===== src/tgc_pkg.sv =====
// ----------------------------------------------------------------------------
// tgc_pkg
// Types, constants and register indexes shared by the touch gesture
// classifier modules.
// ----------------------------------------------------------------------------
package tgc_pkg;

  // Reset values of the configuration registers.
  localparam logic [15:0] ScreenWidthRst  = 16'd240;
  localparam logic [15:0] HoldTimeRst     = 16'd1000;
  localparam logic [15:0] SwipeXThrRst    = 16'd80;
  localparam logic [15:0] SwipeYThrRst    = 16'd60;

  localparam int unsigned CfgIdxW = 2;

  typedef enum logic [CfgIdxW-1:0] {
    CFG_SCREEN_WIDTH  = 2'd0,
    CFG_HOLD_TIME     = 2'd1,
    CFG_SWIPE_X_THR   = 2'd2,
    CFG_SWIPE_Y_THR   = 2'd3
  } cfg_reg_e;

  typedef enum logic [3:0] {
    EV_NONE    = 4'd0,
    EV_CLICK   = 4'd1,
    EV_HOLD    = 4'd2,
    EV_RIGHT   = 4'd3,
    EV_LEFT    = 4'd4,
    EV_DOWN    = 4'd5,
    EV_UP      = 4'd6,
    EV_LONG    = 4'd7,
    EV_RELEASE = 4'd8,
    EV_TWO     = 4'd9
  } event_e;

  typedef struct packed {
    logic [1:0]  finger_count;
    logic [15:0] first_raw_x;
    logic [15:0] first_raw_y;
    logic [15:0] second_raw_x;
    logic [15:0] second_raw_y;
    logic [31:0] now_ms;
  } in_item_t;

  typedef struct packed {
    logic [3:0]  event_code;
    logic [15:0] start_x;
    logic [15:0] start_y;
    logic [15:0] end_x;
    logic [15:0] end_y;
  } out_item_t;

  typedef struct packed {
    logic [15:0] screen_width;
    logic [15:0] hold_time_ms;
    logic [15:0] swipe_x_threshold;
    logic [15:0] swipe_y_threshold;
  } cfg_t;

  // Gesture tracking state carried from one poll to the next.
  typedef struct packed {
    logic [1:0]  prev_count;
    event_e      last_event;
    logic        hold_sent;
    logic [31:0] press_time;
    logic [15:0] point_a_x;
    logic [15:0] point_a_y;
    logic [15:0] point_b_x;
    logic [15:0] point_b_y;
  } gst_t;

  // Verdict of the classify stage for one poll.
  typedef struct packed {
    logic      emit;
    out_item_t item;
  } verdict_t;

endpackage


===== src/tgc_cfg.sv =====
// ----------------------------------------------------------------------------
// tgc_cfg
// Configuration register file of the touch gesture classifier.
// ----------------------------------------------------------------------------
module tgc_cfg (
  input  logic                        clk_i,
  input  logic                        rst_ni,
  input  logic                        cfg_valid_i,
  output logic                        cfg_ready_o,
  input  logic [tgc_pkg::CfgIdxW-1:0] cfg_index_i,
  input  logic [15:0]                 cfg_data_i,
  output tgc_pkg::cfg_t               cfg_o
);

  tgc_pkg::cfg_t cfg_q, cfg_d;

  // Writes are always taken.
  assign cfg_ready_o = 1'b1;

  always_comb begin
    cfg_d = cfg_q;
    if (cfg_valid_i) begin
      case (tgc_pkg::cfg_reg_e'(cfg_index_i))
        tgc_pkg::CFG_SCREEN_WIDTH:  cfg_d.screen_width      = cfg_data_i;
        tgc_pkg::CFG_HOLD_TIME:     cfg_d.hold_time_ms      = cfg_data_i;
        tgc_pkg::CFG_SWIPE_X_THR:   cfg_d.swipe_x_threshold = cfg_data_i;
        tgc_pkg::CFG_SWIPE_Y_THR:   cfg_d.swipe_y_threshold = cfg_data_i;
        default:                    cfg_d = cfg_q;
      endcase
    end
  end

  always_ff @(posedge clk_i or negedge rst_ni) begin
    if (!rst_ni) begin
      cfg_q.screen_width      <= tgc_pkg::ScreenWidthRst;
      cfg_q.hold_time_ms      <= tgc_pkg::HoldTimeRst;
      cfg_q.swipe_x_threshold <= tgc_pkg::SwipeXThrRst;
      cfg_q.swipe_y_threshold <= tgc_pkg::SwipeYThrRst;
    end else begin
      cfg_q <= cfg_d;
    end
  end

  assign cfg_o = cfg_q;

endmodule


===== src/tgc_classify.sv =====
// ----------------------------------------------------------------------------
// tgc_classify
// Combinational gesture decision for one registered poll: next tracking
// state and the result item, if any.
// ----------------------------------------------------------------------------
module tgc_classify (
  input  tgc_pkg::in_item_t item_i,
  input  tgc_pkg::gst_t     state_i,
  input  tgc_pkg::cfg_t     cfg_i,
  output tgc_pkg::gst_t     state_o,
  output tgc_pkg::verdict_t verdict_o
);

  logic [31:0]        elapsed;
  logic               long_press;
  logic [15:0]        rot_a_x, rot_b_x;
  logic signed [17:0] dx, ndx, dy, ndy, thr_x, thr_y;
  logic               has_code;
  tgc_pkg::event_e    code;
  tgc_pkg::gst_t      nxt;

  assign elapsed    = item_i.now_ms - state_i.press_time;
  assign long_press = elapsed > {16'd0, cfg_i.hold_time_ms};

  // Rotation into display space: x' = width - y, y' = x, modulo 2^16.
  assign rot_a_x = cfg_i.screen_width - item_i.first_raw_y;
  assign rot_b_x = cfg_i.screen_width - item_i.second_raw_y;

  // Travel on release: the new end point is the first raw point.
  assign dx  = $signed({2'b00, rot_a_x}) - $signed({2'b00, state_i.point_a_x});
  assign ndx = $signed({2'b00, state_i.point_a_x}) - $signed({2'b00, rot_a_x});
  assign dy  = $signed({2'b00, item_i.first_raw_x})
             - $signed({2'b00, state_i.point_a_y});
  assign ndy = $signed({2'b00, state_i.point_a_y})
             - $signed({2'b00, item_i.first_raw_x});
  assign thr_x = $signed({2'b00, cfg_i.swipe_x_threshold});
  assign thr_y = $signed({2'b00, cfg_i.swipe_y_threshold});

  always_comb begin
    nxt      = state_i;
    has_code = 1'b0;
    code     = tgc_pkg::EV_NONE;
    if (item_i.finger_count == state_i.prev_count) begin
      if (state_i.prev_count != 2'd0 && !state_i.hold_sent && long_press) begin
        nxt.hold_sent = 1'b1;
        has_code      = 1'b1;
        code          = tgc_pkg::EV_HOLD;
      end
    end else begin
      nxt.prev_count = item_i.finger_count;
      if (state_i.prev_count == 2'd0 && item_i.finger_count == 2'd1) begin
        nxt.point_a_x  = rot_a_x;
        nxt.point_a_y  = item_i.first_raw_x;
        nxt.hold_sent  = 1'b0;
        nxt.press_time = item_i.now_ms;
        has_code       = 1'b1;
        code           = tgc_pkg::EV_CLICK;
      end else if (state_i.prev_count == 2'd1 && item_i.finger_count == 2'd0) begin
        nxt.point_b_x = rot_a_x;
        nxt.point_b_y = item_i.first_raw_x;
        has_code      = 1'b1;
        if (dx > thr_x) begin
          code = tgc_pkg::EV_RIGHT;
        end else if (ndx > thr_x) begin
          code = tgc_pkg::EV_LEFT;
        end else if (dy > thr_y) begin
          code = tgc_pkg::EV_DOWN;
        end else if (ndy > thr_y) begin
          code = tgc_pkg::EV_UP;
        end else if (long_press) begin
          code = tgc_pkg::EV_LONG;
        end else begin
          code = tgc_pkg::EV_RELEASE;
        end
      end else if (state_i.prev_count == 2'd0 && item_i.finger_count == 2'd2) begin
        nxt.point_a_x  = rot_a_x;
        nxt.point_a_y  = item_i.first_raw_x;
        nxt.point_b_x  = rot_b_x;
        nxt.point_b_y  = item_i.second_raw_x;
        nxt.press_time = item_i.now_ms;
        has_code       = 1'b1;
        code           = tgc_pkg::EV_TWO;
      end else if (state_i.prev_count == 2'd2 && item_i.finger_count == 2'd0) begin
        has_code = 1'b1;
        code     = tgc_pkg::EV_RELEASE;
      end
    end

    // A repeat of the last reported event is swallowed.
    verdict_o.emit = has_code && (code != state_i.last_event);
    if (verdict_o.emit) begin
      nxt.last_event = code;
    end
    verdict_o.item.event_code = code;
    verdict_o.item.start_x    = nxt.point_a_x;
    verdict_o.item.start_y    = nxt.point_a_y;
    verdict_o.item.end_x      = nxt.point_b_x;
    verdict_o.item.end_y      = nxt.point_b_y;
    state_o = nxt;
  end

endmodule


===== src/touch_gesture_classifier.sv =====
// ----------------------------------------------------------------------------
// touch_gesture_classifier
// Turns touch-controller polls (finger count, two raw points, millisecond
// time) into gesture events: click, hold, two-finger click, release, long
// click and swipes right, left, down and up. Points are rotated into display
// space as x' = width - y and y' = x. An event is reported only when its code
// differs from the last one reported, so most polls produce no transaction.
// A poll is taken every cycle unless the input is stalled: it lands in an
// input register, is classified in the next cycle against the tracking
// state (a 32-bit elapsed-time subtract and compare beside four 18-bit
// travel compares), and any result goes to the output register as the poll
// advances; throughput is one poll per clock while no result waits on a
// stalled output. The output register lets the next poll be classified
// while a result waits; a poll that produces no event goes through even
// while the output side is stalled. Configuration writes are always taken
// and should be done while no poll is in flight.
// ----------------------------------------------------------------------------
module touch_gesture_classifier (
  input  logic                        clk_i,
  input  logic                        rst_ni,
  // Poll input channel.
  input  logic                        in_valid_i,
  output logic                        in_stall_o,
  input  tgc_pkg::in_item_t           in_data_i,
  // Event output channel.
  output logic                        out_valid_o,
  input  logic                        out_stall_i,
  output tgc_pkg::out_item_t          out_data_o,
  // Configuration write channel.
  input  logic                        cfg_valid_i,
  output logic                        cfg_ready_o,
  input  logic [tgc_pkg::CfgIdxW-1:0] cfg_index_i,
  input  logic [15:0]                 cfg_data_i
);

  tgc_pkg::cfg_t      cfg;
  tgc_pkg::in_item_t  in_q;
  logic               in_vld_q, in_vld_d;
  tgc_pkg::gst_t      state_q, state_d;
  tgc_pkg::verdict_t  verdict;
  tgc_pkg::out_item_t out_q;
  logic               out_vld_q, out_vld_d;
  logic               in_take, out_take, advance, out_load;

  tgc_cfg u_cfg (
    .clk_i       (clk_i),
    .rst_ni      (rst_ni),
    .cfg_valid_i (cfg_valid_i),
    .cfg_ready_o (cfg_ready_o),
    .cfg_index_i (cfg_index_i),
    .cfg_data_i  (cfg_data_i),
    .cfg_o       (cfg)
  );

  tgc_classify u_classify (
    .item_i    (in_q),
    .state_i   (state_q),
    .cfg_i     (cfg),
    .state_o   (state_d),
    .verdict_o (verdict)
  );

  // The registered poll moves on when it has no result to deliver, or when
  // the output register is empty or being emptied in this cycle.
  assign out_take = out_vld_q && !out_stall_i;
  assign advance  = in_vld_q && (!verdict.emit || !out_vld_q || !out_stall_i);
  assign out_load = advance && verdict.emit;

  // The input register can be refilled in the same cycle that it drains.
  assign in_stall_o = in_vld_q && !advance;
  assign in_take    = in_valid_i && !in_stall_o;

  always_comb begin
    in_vld_d = in_vld_q;
    if (in_take) begin
      in_vld_d = 1'b1;
    end else if (advance) begin
      in_vld_d = 1'b0;
    end
  end

  always_comb begin
    out_vld_d = out_vld_q;
    if (out_load) begin
      out_vld_d = 1'b1;
    end else if (out_take) begin
      out_vld_d = 1'b0;
    end
  end

  always_ff @(posedge clk_i or negedge rst_ni) begin
    if (!rst_ni) begin
      in_vld_q  <= 1'b0;
      out_vld_q <= 1'b0;
      state_q   <= '0;
    end else begin
      in_vld_q  <= in_vld_d;
      out_vld_q <= out_vld_d;
      if (advance) begin
        state_q <= state_d;
      end
    end
  end

  // Payload registers, loaded only on a handshake.
  always_ff @(posedge clk_i) begin
    if (in_take) begin
      in_q <= in_data_i;
    end
    if (out_load) begin
      out_q <= verdict.item;
    end
  end

  assign out_valid_o = out_vld_q;
  assign out_data_o  = out_q;

  // A reported event always becomes the new last event.
  assert property (@(posedge clk_i) disable iff (!rst_ni)
    out_load |=> (state_q.last_event == tgc_pkg::event_e'(out_q.event_code)))
    else $error("last event does not track the reported event");

  // A result never repeats the previous event and is never the none code.
  assert property (@(posedge clk_i) disable iff (!rst_ni)
    out_load |-> (verdict.item.event_code != state_q.last_event &&
                  verdict.item.event_code != tgc_pkg::EV_NONE))
    else $error("repeated or empty event reported");

  // Stall is only raised with a poll held in the input register.
  assert property (@(posedge clk_i) disable iff (!rst_ni)
    in_stall_o |-> in_vld_q)
    else $error("stall raised with an empty input register");

  // A held poll is not dropped.
  assert property (@(posedge clk_i) disable iff (!rst_ni)
    (in_vld_q && !advance) |=> (in_vld_q && $stable(in_q)))
    else $error("held poll lost");

  // A waiting result is never overwritten before it is taken.
  assert property (@(posedge clk_i) disable iff (!rst_ni)
    (out_vld_q && out_stall_i) |-> !out_load)
    else $error("stalled result overwritten");

endmodule


===== config.mk =====
export PLATFORM = sky130hd
export DESIGN_NAME = touch_gesture_classifier
export DESIGN_NICKNAME = d
export VERILOG_FILES = /design/src/tgc_pkg.sv /design/src/tgc_cfg.sv /design/src/tgc_classify.sv /design/src/touch_gesture_classifier.sv
export SDC_FILE = /design/constraint.sdc
export NUM_CORES = 1
export LEC_CHECK = 0
export ABC_AREA = 1
export BUFFER_PORTS_ARGS = -buffer_cell sky130_fd_sc_hd__buf_2
export CAP_MARGIN = 0
export CORE_ASPECT_RATIO = 2
export CORE_MARGIN = 5
export CORE_UTILIZATION = 40
export CTS_CLUSTER_SIZE = 10
export DETAILED_ROUTE_END_ITERATION = 16
export PLACE_DENSITY = 0.6
export RECOVER_POWER = 25
export REMOVE_ABC_BUFFERS = 1
export SLEW_MARGIN = 5
export SYNTH_ARGS = -nofsm -noshare
export SYNTH_HDL_FRONTEND = slang
export SYNTH_SLANG_ARGS = --single-unit

===== constraint.sdc =====
create_clock -name clk_i -period 7.5 [get_ports clk_i]
set_input_delay 0.75 -clock clk_i [delete_from_list [all_inputs] [get_ports clk_i]]
set_output_delay 0.75 -clock clk_i [all_outputs]
set_load 0.02 [all_outputs]

==> flow_results.xml <==
<?xml version="1.0" encoding="UTF-8"?>
<metrics>
  <group name="power">
    <metric name="clkPwrFrac" unit="%">17.1</metric>
    <metric name="power.net_switching" unit="mW">5.04</metric>
    <metric name="vdd.ir_drop.worst" unit="uV">273</metric>
    <metric name="switching_share" unit="%">47.1</metric>
    <metric name="leakagePower" unit="nW">12.3</metric>
    <metric name="cell_internal_pwr" unit="mW">5.66</metric>
    <metric name="power.density" unit="nW/um^2">436</metric>
    <metric name="seqPwrFrac" unit="%">25.8</metric>
    <metric name="p_comb_share" unit="%">57.0</metric>
  </group>
  <group name="cts">
    <metric name="cts_buffers" unit="">40</metric>
    <metric name="worst_skew_pair.late_latency" unit="ps">560</metric>
    <metric name="root_buffer" unit="">sky130_fd_sc_hd__clkbuf_16</metric>
    <metric name="cts_tree" unit="">done</metric>
    <metric name="tritoncts_num_sinks" unit="">335</metric>
    <metric name="number_of_h_tree_levels" unit="">2</metric>
    <metric name="cts.clk_slew.worst_paths" unit="ps">60</metric>
    <metric name="cts-root-to-sink-buffers" unit="">3</metric>
    <metric name="cts_hold_buf" unit="">0</metric>
  </group>
  <group name="die">
    <metric name="io_pins" unit="">192</metric>
    <metric name="design.core.area" unit="um^2">53600</metric>
    <metric name="die_outline_width" unit="um">174</metric>
    <metric name="num_rows" unit="">120</metric>
    <metric name="die_area" unit="um^2">59100</metric>
    <metric name="effective_utilization_at_floorplan" unit="%">40.4</metric>
    <metric name="chipHeight" unit="um">339</metric>
  </group>
  <group name="route">
    <metric name="postRouteAntennaNets" unit="">0</metric>
    <metric name="drcViolationCount" unit="">0</metric>
    <metric name="route.vias.total" unit="">18463</metric>
    <metric name="drt_first_iter_violations" unit="">997</metric>
    <metric name="avgViaCountPerCell" unit="">5.20</metric>
    <metric name="drtPass1Iterations" unit="">5</metric>
    <metric name="route.detailed.wl_per_inst" unit="um">19.9</metric>
    <metric name="route.final.wire_length" unit="mm">70.5</metric>
  </group>
  <group name="finish">
    <metric name="final_layout_size_suffix_gt1_share" unit="%">10.7</metric>
    <metric name="post-route-util" unit="%">45.7</metric>
    <metric name="area.growth.synth_to_final" unit="%">13.3</metric>
    <metric name="num-nets-final" unit="">3174</metric>
    <metric name="num-fill-cells" unit="">5279</metric>
    <metric name="antenna_cells_inserted" unit="">0</metric>
  </group>
  <group name="setup_path">
    <metric name="cp-end-kind" unit="">primary output</metric>
    <metric name="critical_path.most_common_cell" unit="">sky130_fd_sc_hd__nand2_1</metric>
    <metric name="arrival_time_of_the_worst_setup_path" unit="ps">6200</metric>
    <metric name="worst-path-max-fanout" unit="">6</metric>
    <metric name="regToRegStartpoint" unit="">u_cfg.cfg_o[53]</metric>
    <metric name="critical-path-slowest-cell" unit="">sky130_fd_sc_hd__dfstp_2</metric>
    <metric name="worst_setup_path_start_kind" unit="">flop</metric>
    <metric name="setup.worst_path.start" unit="">u_cfg.cfg_o[53]</metric>
    <metric name="critical-path-max-stage-delay" unit="ps">550</metric>
    <metric name="req_time_crit_path" unit="ps">6750</metric>
    <metric name="rr_worst_depth" unit="">36</metric>
    <metric name="critical_path_class" unit="">reg -&gt; out</metric>
  </group>
  <group name="placed_design">
    <metric name="place_congestion" unit="">0.977</metric>
    <metric name="place.detailed.hpwl" unit="mm">55.2</metric>
    <metric name="numPortBuffers" unit="">190</metric>
  </group>
  <group name="grt">
    <metric name="globalRouteOverflowTotal" unit="">0</metric>
    <metric name="global_route_wire_length_before_repair" unit="mm">108</metric>
    <metric name="via_count_of_the_first_global_routing_pass" unit="">18942</metric>
    <metric name="grt.total_usage" unit="%">23.5</metric>
    <metric name="grt_antenna_before_repair" unit="">2</metric>
    <metric name="grt_start_max_net_pins" unit="">137</metric>
  </group>
  <group name="synth">
    <metric name="flops_latches_synth" unit="">335</metric>
    <metric name="synth-warning-count" unit="">0</metric>
    <metric name="synth_area_per_cell" unit="um^2">8.06</metric>
    <metric name="yosys.cell_types.count" unit="">54</metric>
    <metric name="post_synth_fa_ha_maj_area_fraction" unit="%">12.0</metric>
    <metric name="synth_top_family_by_area" unit="">simple AND/OR/NAND/NOR gates</metric>
    <metric name="yosys-mux-area-fraction" unit="%">0</metric>
    <metric name="synth_compound_area_share" unit="%">11.1</metric>
    <metric name="synthXorXnorAreaFrac" unit="%">3.44</metric>
    <metric name="synth_simple_gate_area_share" unit="%">21.6</metric>
    <metric name="netlist_area" unit="um^2">21600</metric>
    <metric name="synth_cells" unit="">2686</metric>
    <metric name="yosysSeqAreaShare" unit="%">42.7</metric>
  </group>
  <group name="timing">
    <metric name="max_slew.worst_pin.slew" unit="ps">3620</metric>
    <metric name="clock_skew" unit="ps">14.2</metric>
    <metric name="fin_crit_sh" unit="%">92.7</metric>
    <metric name="setup_tns" unit="ps">0</metric>
    <metric name="timing.fmax" unit="MHz">144</metric>
    <metric name="setup_viol" unit="">0</metric>
    <metric name="finalCriticalPeriod" unit="ps">6950</metric>
    <metric name="setup_repair_after_global_routing_missed_its_margin" unit="">false</metric>
    <metric name="timing_max_transition_violations_final" unit="">172</metric>
    <metric name="max_slew_margin" unit="%">-141</metric>
    <metric name="final_hold_viol_count" unit="">0</metric>
    <metric name="timing.hold.ws" unit="ps">359</metric>
  </group>
  <group name="worst_hold_path">
    <metric name="hold_path_startpoint" unit="">in_data_i[61]</metric>
    <metric name="hold_path.class" unit="">in -&gt; reg</metric>
    <metric name="hold_path_depth" unit="">1</metric>
  </group>
  <group name="status">
    <metric name="violations" unit="">capacitance limit, slew limit</metric>
    <metric name="status" unit="">finished with violations</metric>
  </group>
  <group name="flow_run">
    <metric name="drv_cap" unit="">2</metric>
  </group>
</metrics>
## cell usage after synthesis, drive strengths merged
cell,count,share of area [%]
nand2,738,13
inv,427,7.4
ha,196,11
o21ai,187,4.4
edfxtp,166,23
nor2,164,2.9
dfrtp,153,18
nand3,137,3.2
a21oi,122,2.8
xor2,69,2.8
clkbuf,59,1.0
nand4,58,1.7
o21a,29,1.0
buf,26,0.73
o31ai,18,0.62
dfstp,16,1.9
xnor2,16,0.65
nor3,15,0.35
a21o,12,0.42
o211ai,11,0.38
o21bai,11,0.38
a31oi,7,0.20
fa,7,0.65
nand3b,7,0.24
a221oi,6,0.24
a21boi,5,0.19
a211oi,3,0.10
and3,3,0.087
a22oi,2,0.069
and2,2,0.058
nor4,2,0.058
o2111ai,2,0.081
o311ai,2,0.081
or2,2,0.058
a221o,1,0.046
clkinv,1,0.017
conb,1,0.017
nor3b,1,0.035
o221ai,1,0.040
o22ai,1,0.029
## worst max-delay path, delay by kind of cell, from the launching register on
kind / cells / cell delay, ps
AND/OR/NAND/NOR: 17 / 1730
AO/OA/AOI/OAI: 8 / 1360
XOR/XNOR: 2 / 500
buffers and inverters: 6 / 480
adder cells (fa/ha/maj): 3 / 980
flip-flops: 1 / 550
## final timing paths
| check | end | slack (ps) |
|---|---|---|
| setup / recovery | in_stall_o | 550 |
| hold / removal | in_q[61] | 360 |
| setup reg to reg | out_data_o[52] | 990 |
| hold reg to reg | state_q[24] | 470 |
| max in group asynchronous | in_vld_q | 1810 |
| min in group asynchronous | state_q[57] | 880 |
## registers in the layout, summed over array words and instances, names as in the netlist
register,cells
u_cfg.cfg_o,64
in_vld_q,1
out_data_o,68
out_valid_o,1
state_q,103
in_q,98
## cell families after synthesis
kind of cell | Yosys count
and+or+nand+nor | 1129
buffers and inverters | 513
AOI/OAI and AO/OA | 420
DFF | 335
adders and majority gates | 203
xor gates and xnor gates | 85
other | 1
## power groups by stage
| stage | Combinational (mW) | Sequential (mW) | Clock (mW) |
|---|---|---|---|
| 6_report | 6.10 | 2.76 | 1.83 |
| 5_1_grt | 6.88 | 2.82 | 1.95 |
| 4_1_cts | 6.07 | 2.76 | 1.88 |
| 3_5_place_dp | 6.03 | 2.79 | 0 |
| 3_3_place_gp | 5.92 | 2.78 | 0 |
| 2_1_floorplan | 4.06 | 2.84 | 0 |
## cells in the final DEF (no fill, tap or decap), types with 4 or more instances in the layout
cell and count:
sky130_fd_sc_hd__xnor2_1 16, sky130_fd_sc_hd__nand2_2 5, sky130_fd_sc_hd__clkbuf_16 42, sky130_fd_sc_hd__dfstp_2 16
sky130_fd_sc_hd__nand2_1 732, sky130_fd_sc_hd__o21a_1 29, sky130_fd_sc_hd__a21oi_1 120, sky130_fd_sc_hd__nor3_1 14
sky130_fd_sc_hd__nand4_1 58, sky130_fd_sc_hd__xor2_1 66, sky130_fd_sc_hd__o21ai_2 4, sky130_fd_sc_hd__o31ai_1 18
sky130_fd_sc_hd__buf_4 11, sky130_fd_sc_hd__o211ai_1 11, sky130_fd_sc_hd__nand3b_1 7, sky130_fd_sc_hd__ha_1 192
sky130_fd_sc_hd__a21boi_0 4, sky130_fd_sc_hd__clkbuf_1 33, sky130_fd_sc_hd__inv_1 418, sky130_fd_sc_hd__edfxtp_1 166
sky130_fd_sc_hd__buf_12 5, sky130_fd_sc_hd__buf_2 182, sky130_fd_sc_hd__nand3_1 135, sky130_fd_sc_hd__a21o_1 12
sky130_fd_sc_hd__o21bai_1 9, sky130_fd_sc_hd__fa_1 6, sky130_fd_sc_hd__inv_2 7, sky130_fd_sc_hd__o21ai_0 160
sky130_fd_sc_hd__o21ai_1 23, sky130_fd_sc_hd__a31oi_1 7, sky130_fd_sc_hd__nor2_1 160, sky130_fd_sc_hd__nor2_2 4
sky130_fd_sc_hd__dfrtp_1 152
## cell type report
cell class	count	area [um^2]	share of cell area (%)
clock buffer	68	1160	4.73
clock inverter	5	36.3	0.148
inverter	428	1610	6.57
multi-input combinational	1838	10500	42.9
sequential	335	9240	37.7
tap	671	840	3.42
timing repair buffer	207	1130	4.60
## routing by layer
layer	share of wire, %	vias up	wire length (um)	track usage (%)
met5	0.035	-	25	0
li1	-	9077	-	-
met2	55	524	38900	46.1
met1	34	8681	24300	23.4
met4	6.5	4	4580	12.9
met3	3.9	177	2770	2.87
## stage by stage
stage | total power, mW | worst slack [ps] | area (um^2) | instances
floorplan | 6.90 | 253 | 21300 | 2601
global placement | 8.69 | 803 | 23200 | 3477
detailed placement | 8.82 | 715 | 23200 | 3477
CTS | 10.7 | 195 | 24400 | 3550
global route | 11.6 | 4.01 | 24500 | 3552
finish | 10.7 | 547 | 24500 | 3552
## timing repair
action	4_1_cts	5_1_grt
buffers inserted	0	2
gates resized for setup	0	23
endpoints found under the hold margin	0	0
setup endpoints to repair	0	1
No activity file was read; power rests on OpenSTA's default activity.
